$ cat src/sv/ncaa_pkg.sv
// ----------------------------------------------------------------------------
// ncaa_pkg: shared types and constants
// Function codes and field widths for the nearest-center assignment core.
// ----------------------------------------------------------------------------
`default_nettype none
package ncaa_pkg;
    localparam int BAND_W   = 8;
    localparam int SUM_W    = 28;
    localparam int DIST_W   = 18;
    localparam int FIELD_B  = 4;
    localparam int LABEL_W  = 4;
    localparam int OUTCNT_W = 20;

    typedef enum logic [1:0] {
        FUNC_LOAD     = 2'd0,
        FUNC_CLASSIFY = 2'd1,
        FUNC_READ     = 2'd2,
        FUNC_CLEAR    = 2'd3
    } func_t;

    localparam logic CFG_NUM_CLUSTERS = 1'b0;
    localparam logic CFG_ACTIVE_BANDS = 1'b1;
endpackage
`default_nettype wire

$ cat src/sv/nearest_center_assign_accumulate_core.sv
// ----------------------------------------------------------------------------
// nearest_center_assign_accumulate_core
// Nearest-center search with per-cluster saturating count and band sums.
// ----------------------------------------------------------------------------
// Channel | Direction | Transfer condition
// s_      | in        | s_tvalid && s_tready: one load/classify/read/clear item
// m_      | out       | m_tvalid && m_tready: one result per item
// cfg_    | in        | cfg_valid && cfg_ready: register write
//
// Each item is handled one at a time by a sequencer over memories with a
// registered read. In a classify, one center row is read per cycle from the
// center memory, which sets the search rate; the winner's totals are then
// read, updated and written back. After reset and on a clear item, a pass
// clears the totals memories one cluster per cycle, during which no item
// is accepted. The center memory is swept to zero after reset in the same
// pass. The result register holds while m_tready is low; the next item is
// accepted only once the result has been taken.
// ----------------------------------------------------------------------------
`default_nettype none
module nearest_center_assign_accumulate_core #(
    parameter int MAX_CLUSTERS = 16,
    parameter int BANDS        = 4,
    parameter int COUNT_BITS   = 20
) (
    input  wire logic         aclk,
    input  wire logic         aresetn,
    input  wire logic         s_tvalid,
    output logic              s_tready,
    // tdata: cluster[3:0], band0[11:4], band1[19:12], band2[27:20], band3[35:28], pad
    input  wire logic [39:0]  s_tdata,
    // tuser: func[1:0]
    input  wire logic [1:0]   s_tuser,
    output logic              m_tvalid,
    input  wire logic         m_tready,
    // tdata: label[3:0], dist_sq[21:4], member_count[41:22], sum0[69:42],
    //        sum1[97:70], sum2[125:98], sum3[153:126], pad
    output logic [159:0]      m_tdata,
    input  wire logic         cfg_valid,
    output logic              cfg_ready,
    input  wire logic         cfg_index,
    input  wire logic [4:0]   cfg_data
);
    localparam int CL_W  = (MAX_CLUSTERS > 1) ? $clog2(MAX_CLUSTERS) : 1;
    localparam int NB_W  = $clog2(BANDS + 1);
    localparam int ROW_W = BANDS * ncaa_pkg::BAND_W;
    localparam int SROW_W = BANDS * ncaa_pkg::SUM_W;
    localparam int DACC_W = 2 * ncaa_pkg::BAND_W + 5;
    localparam int SQ_W   = 2 * ncaa_pkg::BAND_W + 2;
    localparam logic [COUNT_BITS-1:0] COUNT_MAX = '1;
    localparam logic [ncaa_pkg::SUM_W-1:0] SUM_MAX = '1;

    typedef enum logic [6:0] {
        ST_CLR   = 7'b0000001,
        ST_IDLE  = 7'b0000010,
        ST_SRCH  = 7'b0000100,
        ST_SLAST = 7'b0001000,
        ST_UPD   = 7'b0010000,
        ST_RDWT  = 7'b0100000,
        ST_OUT   = 7'b1000000
    } state_t;

    state_t state_reg, state_next;

    logic [ROW_W-1:0]          center_mem [MAX_CLUSTERS];
    logic [COUNT_BITS-1:0]     count_mem  [MAX_CLUSTERS];
    logic [SROW_W-1:0]         sum_mem    [MAX_CLUSTERS];
    logic [ROW_W-1:0]          center_rd_reg;
    logic [COUNT_BITS-1:0]     count_rd_reg;
    logic [SROW_W-1:0]         sum_rd_reg;

    logic [4:0]                num_clusters_reg;
    logic [2:0]                active_bands_reg;
    logic                      clr_centers_reg;
    logic [CL_W-1:0]           ptr_reg;   // clear/search pointer
    logic [CL_W-1:0]           cand_reg;  // index of row in center_rd_reg
    logic [CL_W-1:0]           best_reg;
    logic [DACC_W-1:0]         best_d_reg;
    logic                      first_reg;
    logic [3:0]                cl_reg;
    logic [ROW_W-1:0]          pix_reg;
    logic [159:0]              out_reg;
    logic                      out_valid_reg;

    logic [CL_W-1:0]           nc_last;
    logic [NB_W-1:0]           nb_eff;
    logic [DACC_W-1:0]         cand_d;

    // Effective counts after clamping out-of-range register values.
    always_comb begin
        if (num_clusters_reg == '0)
            nc_last = '0;
        else if (32'(num_clusters_reg) > MAX_CLUSTERS)
            nc_last = CL_W'(MAX_CLUSTERS - 1);
        else
            nc_last = CL_W'(num_clusters_reg - 5'd1);
        if (active_bands_reg == '0)
            nb_eff = NB_W'(1);
        else if (32'(active_bands_reg) > BANDS)
            nb_eff = NB_W'(BANDS);
        else
            nb_eff = NB_W'(active_bands_reg);
    end

    // Distance of the candidate row against the held pixel.
    always_comb begin
        logic signed [ncaa_pkg::BAND_W:0] diff;
        logic signed [SQ_W-1:0] sq;
        cand_d = '0;
        for (int b = 0; b < BANDS; b++) begin
            diff = $signed({1'b0, pix_reg[b*ncaa_pkg::BAND_W +: ncaa_pkg::BAND_W]})
                 - $signed({1'b0, center_rd_reg[b*ncaa_pkg::BAND_W +: ncaa_pkg::BAND_W]});
            sq = SQ_W'(diff) * SQ_W'(diff);
            if (b < 32'(nb_eff))
                cand_d = cand_d + DACC_W'($unsigned(sq));
        end
    end

    assign s_tready  = (state_reg == ST_IDLE) && !out_valid_reg;
    assign cfg_ready = 1'b1;
    assign m_tvalid  = out_valid_reg;
    assign m_tdata   = out_reg;

    logic s_fire;
    assign s_fire = s_tvalid && s_tready;

    logic [CL_W-1:0] s_cl;
    assign s_cl = CL_W'(s_tdata[3:0]);
    logic s_cl_ok;
    assign s_cl_ok = 32'(s_tdata[3:0]) < MAX_CLUSTERS;

    logic [ROW_W-1:0] s_row;
    always_comb begin
        for (int b = 0; b < BANDS; b++) begin
            if (b < ncaa_pkg::FIELD_B)
                s_row[b*ncaa_pkg::BAND_W +: ncaa_pkg::BAND_W] = s_tdata[4 + b*8 +: 8];
            else
                s_row[b*ncaa_pkg::BAND_W +: ncaa_pkg::BAND_W] = '0;
        end
    end

    // Read address for the center memory. On the last search cycle the
    // current row is read again so that it is still there for the final
    // compare.
    logic [CL_W-1:0] c_raddr;
    assign c_raddr = (state_reg == ST_IDLE) ? '0 :
                     (state_reg == ST_SRCH && cand_reg == nc_last) ? cand_reg : ptr_reg;

    // Winner candidate and updated totals.
    logic upd_better;
    assign upd_better = first_reg || (cand_d < best_d_reg);
    logic [CL_W-1:0] win_idx;
    logic [DACC_W-1:0] win_d;
    assign win_idx = upd_better ? cand_reg : best_reg;
    assign win_d   = upd_better ? cand_d : best_d_reg;

    logic [COUNT_BITS-1:0] cnt_new;
    logic [SROW_W-1:0]     sum_new;
    always_comb begin
        logic [ncaa_pkg::SUM_W:0] v;
        cnt_new = (count_rd_reg < COUNT_MAX) ? count_rd_reg + 1'b1 : count_rd_reg;
        sum_new = sum_rd_reg;
        for (int b = 0; b < BANDS; b++) begin
            v = {1'b0, sum_rd_reg[b*ncaa_pkg::SUM_W +: ncaa_pkg::SUM_W]}
              + (ncaa_pkg::SUM_W+1)'(pix_reg[b*ncaa_pkg::BAND_W +: ncaa_pkg::BAND_W]);
            if (b < 32'(nb_eff))
                sum_new[b*ncaa_pkg::SUM_W +: ncaa_pkg::SUM_W] =
                    v[ncaa_pkg::SUM_W] ? SUM_MAX : v[ncaa_pkg::SUM_W-1:0];
        end
    end

    // Classify result: label and saturated distance.
    logic [ncaa_pkg::DIST_W-1:0] dist_sat;
    assign dist_sat = (best_d_reg > DACC_W'({ncaa_pkg::DIST_W{1'b1}}))
                    ? '1 : ncaa_pkg::DIST_W'(best_d_reg);

    // Read result: echoed index and the totals of that cluster.
    logic [159:0] rd_word;
    always_comb begin
        rd_word = '0;
        rd_word[3:0] = cl_reg;
        if (32'(cl_reg) < MAX_CLUSTERS) begin
            rd_word[41:22] = 20'(count_rd_reg);
            for (int b = 0; b < BANDS && b < ncaa_pkg::FIELD_B; b++)
                rd_word[42 + b*28 +: 28] = sum_rd_reg[b*ncaa_pkg::SUM_W +: ncaa_pkg::SUM_W];
        end
    end

    logic [CL_W-1:0] t_raddr;
    assign t_raddr = (state_reg == ST_SLAST) ? win_idx : CL_W'(cl_reg);

    // Memories: synchronous write and registered read.
    always_ff @(posedge aclk) begin
        center_rd_reg <= center_mem[c_raddr];
        count_rd_reg  <= count_mem[t_raddr];
        sum_rd_reg    <= sum_mem[t_raddr];
        if (state_reg == ST_CLR) begin
            count_mem[ptr_reg] <= '0;
            sum_mem[ptr_reg]   <= '0;
            if (clr_centers_reg)
                center_mem[ptr_reg] <= '0;
        end else if (s_fire && s_tuser == ncaa_pkg::FUNC_LOAD && s_cl_ok) begin
            center_mem[s_cl] <= s_row;
        end else if (state_reg == ST_UPD) begin
            count_mem[best_reg] <= cnt_new;
            sum_mem[best_reg]   <= sum_new;
        end
    end

    always_comb begin
        state_next = state_reg;
        unique case (state_reg)
            ST_CLR:   if (ptr_reg == CL_W'(MAX_CLUSTERS - 1)) state_next = ST_IDLE;
            ST_IDLE: begin
                if (s_fire) begin
                    unique case (s_tuser)
                        ncaa_pkg::FUNC_CLASSIFY: state_next = ST_SRCH;
                        ncaa_pkg::FUNC_READ:     state_next = ST_RDWT;
                        ncaa_pkg::FUNC_CLEAR:    state_next = ST_CLR;
                        default:                 state_next = ST_IDLE;
                    endcase
                end
            end
            ST_SRCH:  if (cand_reg == nc_last) state_next = ST_SLAST;
            ST_SLAST: state_next = ST_UPD;
            ST_UPD:   state_next = ST_IDLE;
            ST_RDWT:  state_next = ST_OUT;
            ST_OUT:   state_next = ST_IDLE;
            default:  state_next = ST_IDLE;
        endcase
    end

    // ST_SRCH: center_rd_reg holds row cand_reg; ptr_reg runs one ahead.
    always_ff @(posedge aclk) begin
        if (!aresetn) begin
            state_reg        <= ST_CLR;
            ptr_reg          <= '0;
            clr_centers_reg  <= 1'b1;
            out_valid_reg    <= 1'b0;
            num_clusters_reg <= 5'd16;
            active_bands_reg <= 3'd4;
        end else begin
            state_reg <= state_next;
            if (cfg_valid) begin
                if (cfg_index == ncaa_pkg::CFG_NUM_CLUSTERS)
                    num_clusters_reg <= cfg_data;
                else
                    active_bands_reg <= cfg_data[2:0];
            end
            if (out_valid_reg && m_tready)
                out_valid_reg <= 1'b0;
            unique case (state_reg)
                ST_CLR: begin
                    if (ptr_reg == CL_W'(MAX_CLUSTERS - 1)) begin
                        ptr_reg         <= '0;
                        clr_centers_reg <= 1'b0;
                    end else begin
                        ptr_reg <= ptr_reg + 1'b1;
                    end
                end
                ST_IDLE: begin
                    if (s_fire) begin
                        cl_reg    <= s_tdata[3:0];
                        pix_reg   <= s_row;
                        cand_reg  <= '0;
                        first_reg <= 1'b1;
                        ptr_reg   <= (s_tuser == ncaa_pkg::FUNC_CLEAR) ? '0 : CL_W'(1);
                        if (s_tuser == ncaa_pkg::FUNC_CLEAR ||
                            s_tuser == ncaa_pkg::FUNC_LOAD) begin
                            out_reg       <= '0;
                            out_valid_reg <= 1'b1;
                        end
                    end
                end
                ST_SRCH: begin
                    if (cand_reg != nc_last) begin
                        best_reg   <= win_idx;
                        best_d_reg <= win_d;
                        first_reg  <= 1'b0;
                        cand_reg   <= ptr_reg;
                        ptr_reg    <= ptr_reg + 1'b1;
                    end
                end
                ST_SLAST: begin
                    best_reg   <= win_idx;
                    best_d_reg <= win_d;
                end
                ST_UPD: begin
                    out_reg <= {{(160 - ncaa_pkg::DIST_W - 4){1'b0}}, dist_sat, 4'(best_reg)};
                    out_valid_reg <= 1'b1;
                    ptr_reg <= '0;
                end
                ST_RDWT: ;
                ST_OUT: begin
                    out_reg       <= rd_word;
                    out_valid_reg <= 1'b1;
                end
                default: ;
            endcase
        end
    end
endmodule
`default_nettype wire
$ cat config.mk
export PLATFORM = sky130hd
export DESIGN_NAME = nearest_center_assign_accumulate_core
export DESIGN_NICKNAME = d
export VERILOG_FILES = /design/src/sv/ncaa_pkg.sv /design/src/sv/nearest_center_assign_accumulate_core.sv
export SDC_FILE = /design/constraint.sdc
export NUM_CORES = 2
export LEC_CHECK = 0
export BUFFER_PORTS_ARGS = -buffer_cell sky130_fd_sc_hd__buf_2
export CAP_MARGIN = 0
export CORE_ASPECT_RATIO = 0.8
export CORE_MARGIN = 3
export CORE_UTILIZATION = 30
export DETAILED_ROUTE_END_ITERATION = 10
export PLACE_DENSITY = 0.43
export SLEW_MARGIN = 10
export SYNTH_ARGS = -nofsm -noshare
export SYNTH_HDL_FRONTEND = slang
export SYNTH_SLANG_ARGS = --single-unit
$ cat constraint.sdc
create_clock -name aclk -period 12.5 [get_ports aclk]
set_clock_uncertainty 0.05 [all_clocks]
set_input_delay 1.875 -clock aclk [delete_from_list [all_inputs] [get_ports aclk]]
set_output_delay 1.875 -clock aclk [all_outputs]
set_load 0.005 [all_outputs]
==> impl_metrics.toml <==
[run_status]
status = "complete, but fails checks"
violations = "setup timing"

[logic_synthesis]
synthFlopType = "edfxtp_1"
synth_top_cell_area_share_pct = 63.8
async_flop_share_pct = 0
avgSynthCellArea_sq_um = 13.4
yosys-top-cells-area = "edfxtp_1, mux2i_1, nand2_1"
synth-edff-count = 2844
synth_common_cells = "edfxtp_1, nand2_1, nand3_1"
yosysWarnings = 0
synthMostInstantiatedCell = "edfxtp_1"
yosysUniqueCellTypes = 77
synth-seq-cells = 3029
seq_area_frac_synth_pct = 66.6
post-synth-top-area-cell = "edfxtp_1"
synthesis.area_sq_um = 134000
syn_inst = 9961

[sta]
period_needed_ps = 13340
rsz0062_at_grt = "true"
tightest_slew_ps = 1280
timing.slew.headroom_pct = 14.8
hold_viol = 0
fmax_mhz = 75.0
fin_ws_ps = -837
period_share_pct = 107
setup_viol = 132
finalMaxSlewViolations = 0

[layout]
multiInputGateArea_sq_um = 43200
syn_to_final_growth_pct = 23.6
ff_latch_area_sq_um = 89100
fillers = 42100
drive_above_1_share_pct = 19.9
largest_reg_flops = 1792
top_register = "sum_mem"
fin_nets = 11700
reg_top3 = "sum_mem (1792), center_mem (512), count_mem (320)"
fin_cells = 17300

[clocking]
clk_latency_ps = 970
cts_hold_buf = 0
cts_tree = "built"
clock-sinks = 3029
clock_path_buffers = 4
root_buffer = "clkbuf_16"
cts_buffers = 331
ctsHtreeMaxLevel = 5
clk_pin_slew_ps = 60

[die]
die_w_microns = 753
initial_utilization_pct = 30.3
dieArea_sq_um = 454000
die_h_microns = 603
coreArea_sq_um = 442000
io_pins = 216
row_count = 218

[setup_path]
startpoint_type = "register"
path_delay_family = "adder cells"
r2r-start = "pix_reg[1]"
worstPathArrival_ps = 14120
r2r_cells = 62
required_ps = 13280
cp_num_buf_inv = 12
rr_endpoint = "sum_rd_reg[84]"
critPathKind = "reg -> reg"
cp_slowest_cell = "or4_4"
r2r_slack_ps = -840
cp-end-kind = "register"
cpPeakStageDelay_ps = 570
path_max_fanout = 5

[global_routing]
grt-ovfl-total = 0
antenna_found_initial = 30
grt_usage_pct = 18.2
first_global_vias = 84400
grt_first_pass_wirelength_mm = 610
grt_max_degree = 162

[drt]
dr.pass1.iters = 5
ant_nets = 0
drc = 0
vias_per_cell = 4.89
vias = 84800
drt_iter0_markers = 6932
finalWirelength_mm = 431
wl_per_cell_microns = 24.9

[min_path]
holdPathStages = 2
min_path_type = "reg -> reg"
worstHoldStart = "state_reg[5]"
holdPathEnd = "state_reg[6]"

[placement]
place_hpwl_mm = 247
gp_congestion = 0.804
dpl.cell_count = 16500
port_buffers = 204

[run]
cap_violations = 0
==> final cells by class <==
type,instances,area share (%)
Antenna cell,15,0.0227
Clock buffer,453,5.53
Clock inverter,160,1.19
Inverter,508,1.15
Multi-Input combinational cell,5936,26.1
Sequential cell,3029,53.9
Tap cell,5940,4.49
Timing Repair Buffer,1278,7.65
==> worst min-delay path, delay by kind of cell (launching register included) <==
family           cells  cell delay, ps
AND/OR/NAND/NOR      2             150
flip-flops           1             330
==> worst max path at each step <==
stage                     startpoint                to  slack [ps]  cells past startpoint
after floorplan           pix_reg[1]   count_rd_reg[0]          20                     59
after global placement    pix_reg[1]  count_rd_reg[13]       -1570                     59
after detailed placement  pix_reg[1]   count_rd_reg[4]       -1640                     58
after CTS                 pix_reg[1]    sum_rd_reg[84]        -720                     61
after global routing      pix_reg[1]    sum_rd_reg[44]       -1290                     63
final                     pix_reg[1]    sum_rd_reg[84]        -840                     62
==> cell usage in the layout (no fill, tap or decap), types with 137 or more instances in the layout <==
cell       Yosys  routed
a32oi_1      235     210
nor2_1       292     247
buf_4         16     807
nand2_1     1745    1734
nand3_1      990     930
buf_2        120     204
mux2i_1      736     688
edfxtp_1    2844    2844
a21oi_1      215     166
fa_1         239     238
clkbuf_16      0     368
xnor2_1      146     137
ha_1         310     280
dfxtp_1      185     184
and2_1       173     170
buf_12         0     143
inv_1        504     495
==> stage by stage <==
stage                     setup slack (ps)  TNS, ps  instance area [sq um]  hold WS [ps]  util, %
after floorplan                       19.8        0                 134000           423        -
after global placement               -1570  -202820                 149000           451     33.7
after detailed placement             -1640  -214490                 149000           448     33.7
after CTS                             -716   -84900                 163000           461     36.9
after global routing                 -1290  -159620                 165000           504     37.4
final                                 -837   -96530                 165000           471     37.4
==> cells by family (layout without fill, tap and decap cells) <==
logic type | count (synthesis) | in the layout | share of synthesized area, %
XOR/XNOR | 237 | 237 | 1.55
adder cells (fa/ha/maj) | 551 | 551 | 6.49
other | 2 | 22 | 0.00561
AO/OA/AOI/OAI | 823 | 823 | 4.42
AND/OR/NAND/NOR | 3495 | 3495 | 11.7
multiplexers | 823 | 823 | 6.25
buffers and inverters | 1001 | 2399 | 3.02
flip-flops | 3029 | 3029 | 66.6
==> repair_timing <==
action,4_1_cts,5_1_grt
cloned,34,28
setup buffers,84,51
resized for setup,239,262
setup endpoints to repair,157,157
pin swaps,101,180
==> metal layers <==
| metal | up-vias | wire length, microns | GRT usage (%) |
|---|---|---|---|
| met2 | 2186 | 198000 | 29.5 |
| met5 | - | 23 | 0 |
| li1 | 38600 | - | - |
| met1 | 43400 | 200000 | 26.0 |
| met4 | 4 | 12700 | 4.67 |
| met3 | 591 | 19800 | 2.01 |
Power is left out: the tool's default activity adds up to more than one toggle a clock period on the data nets, which glitch-free logic cannot reach.
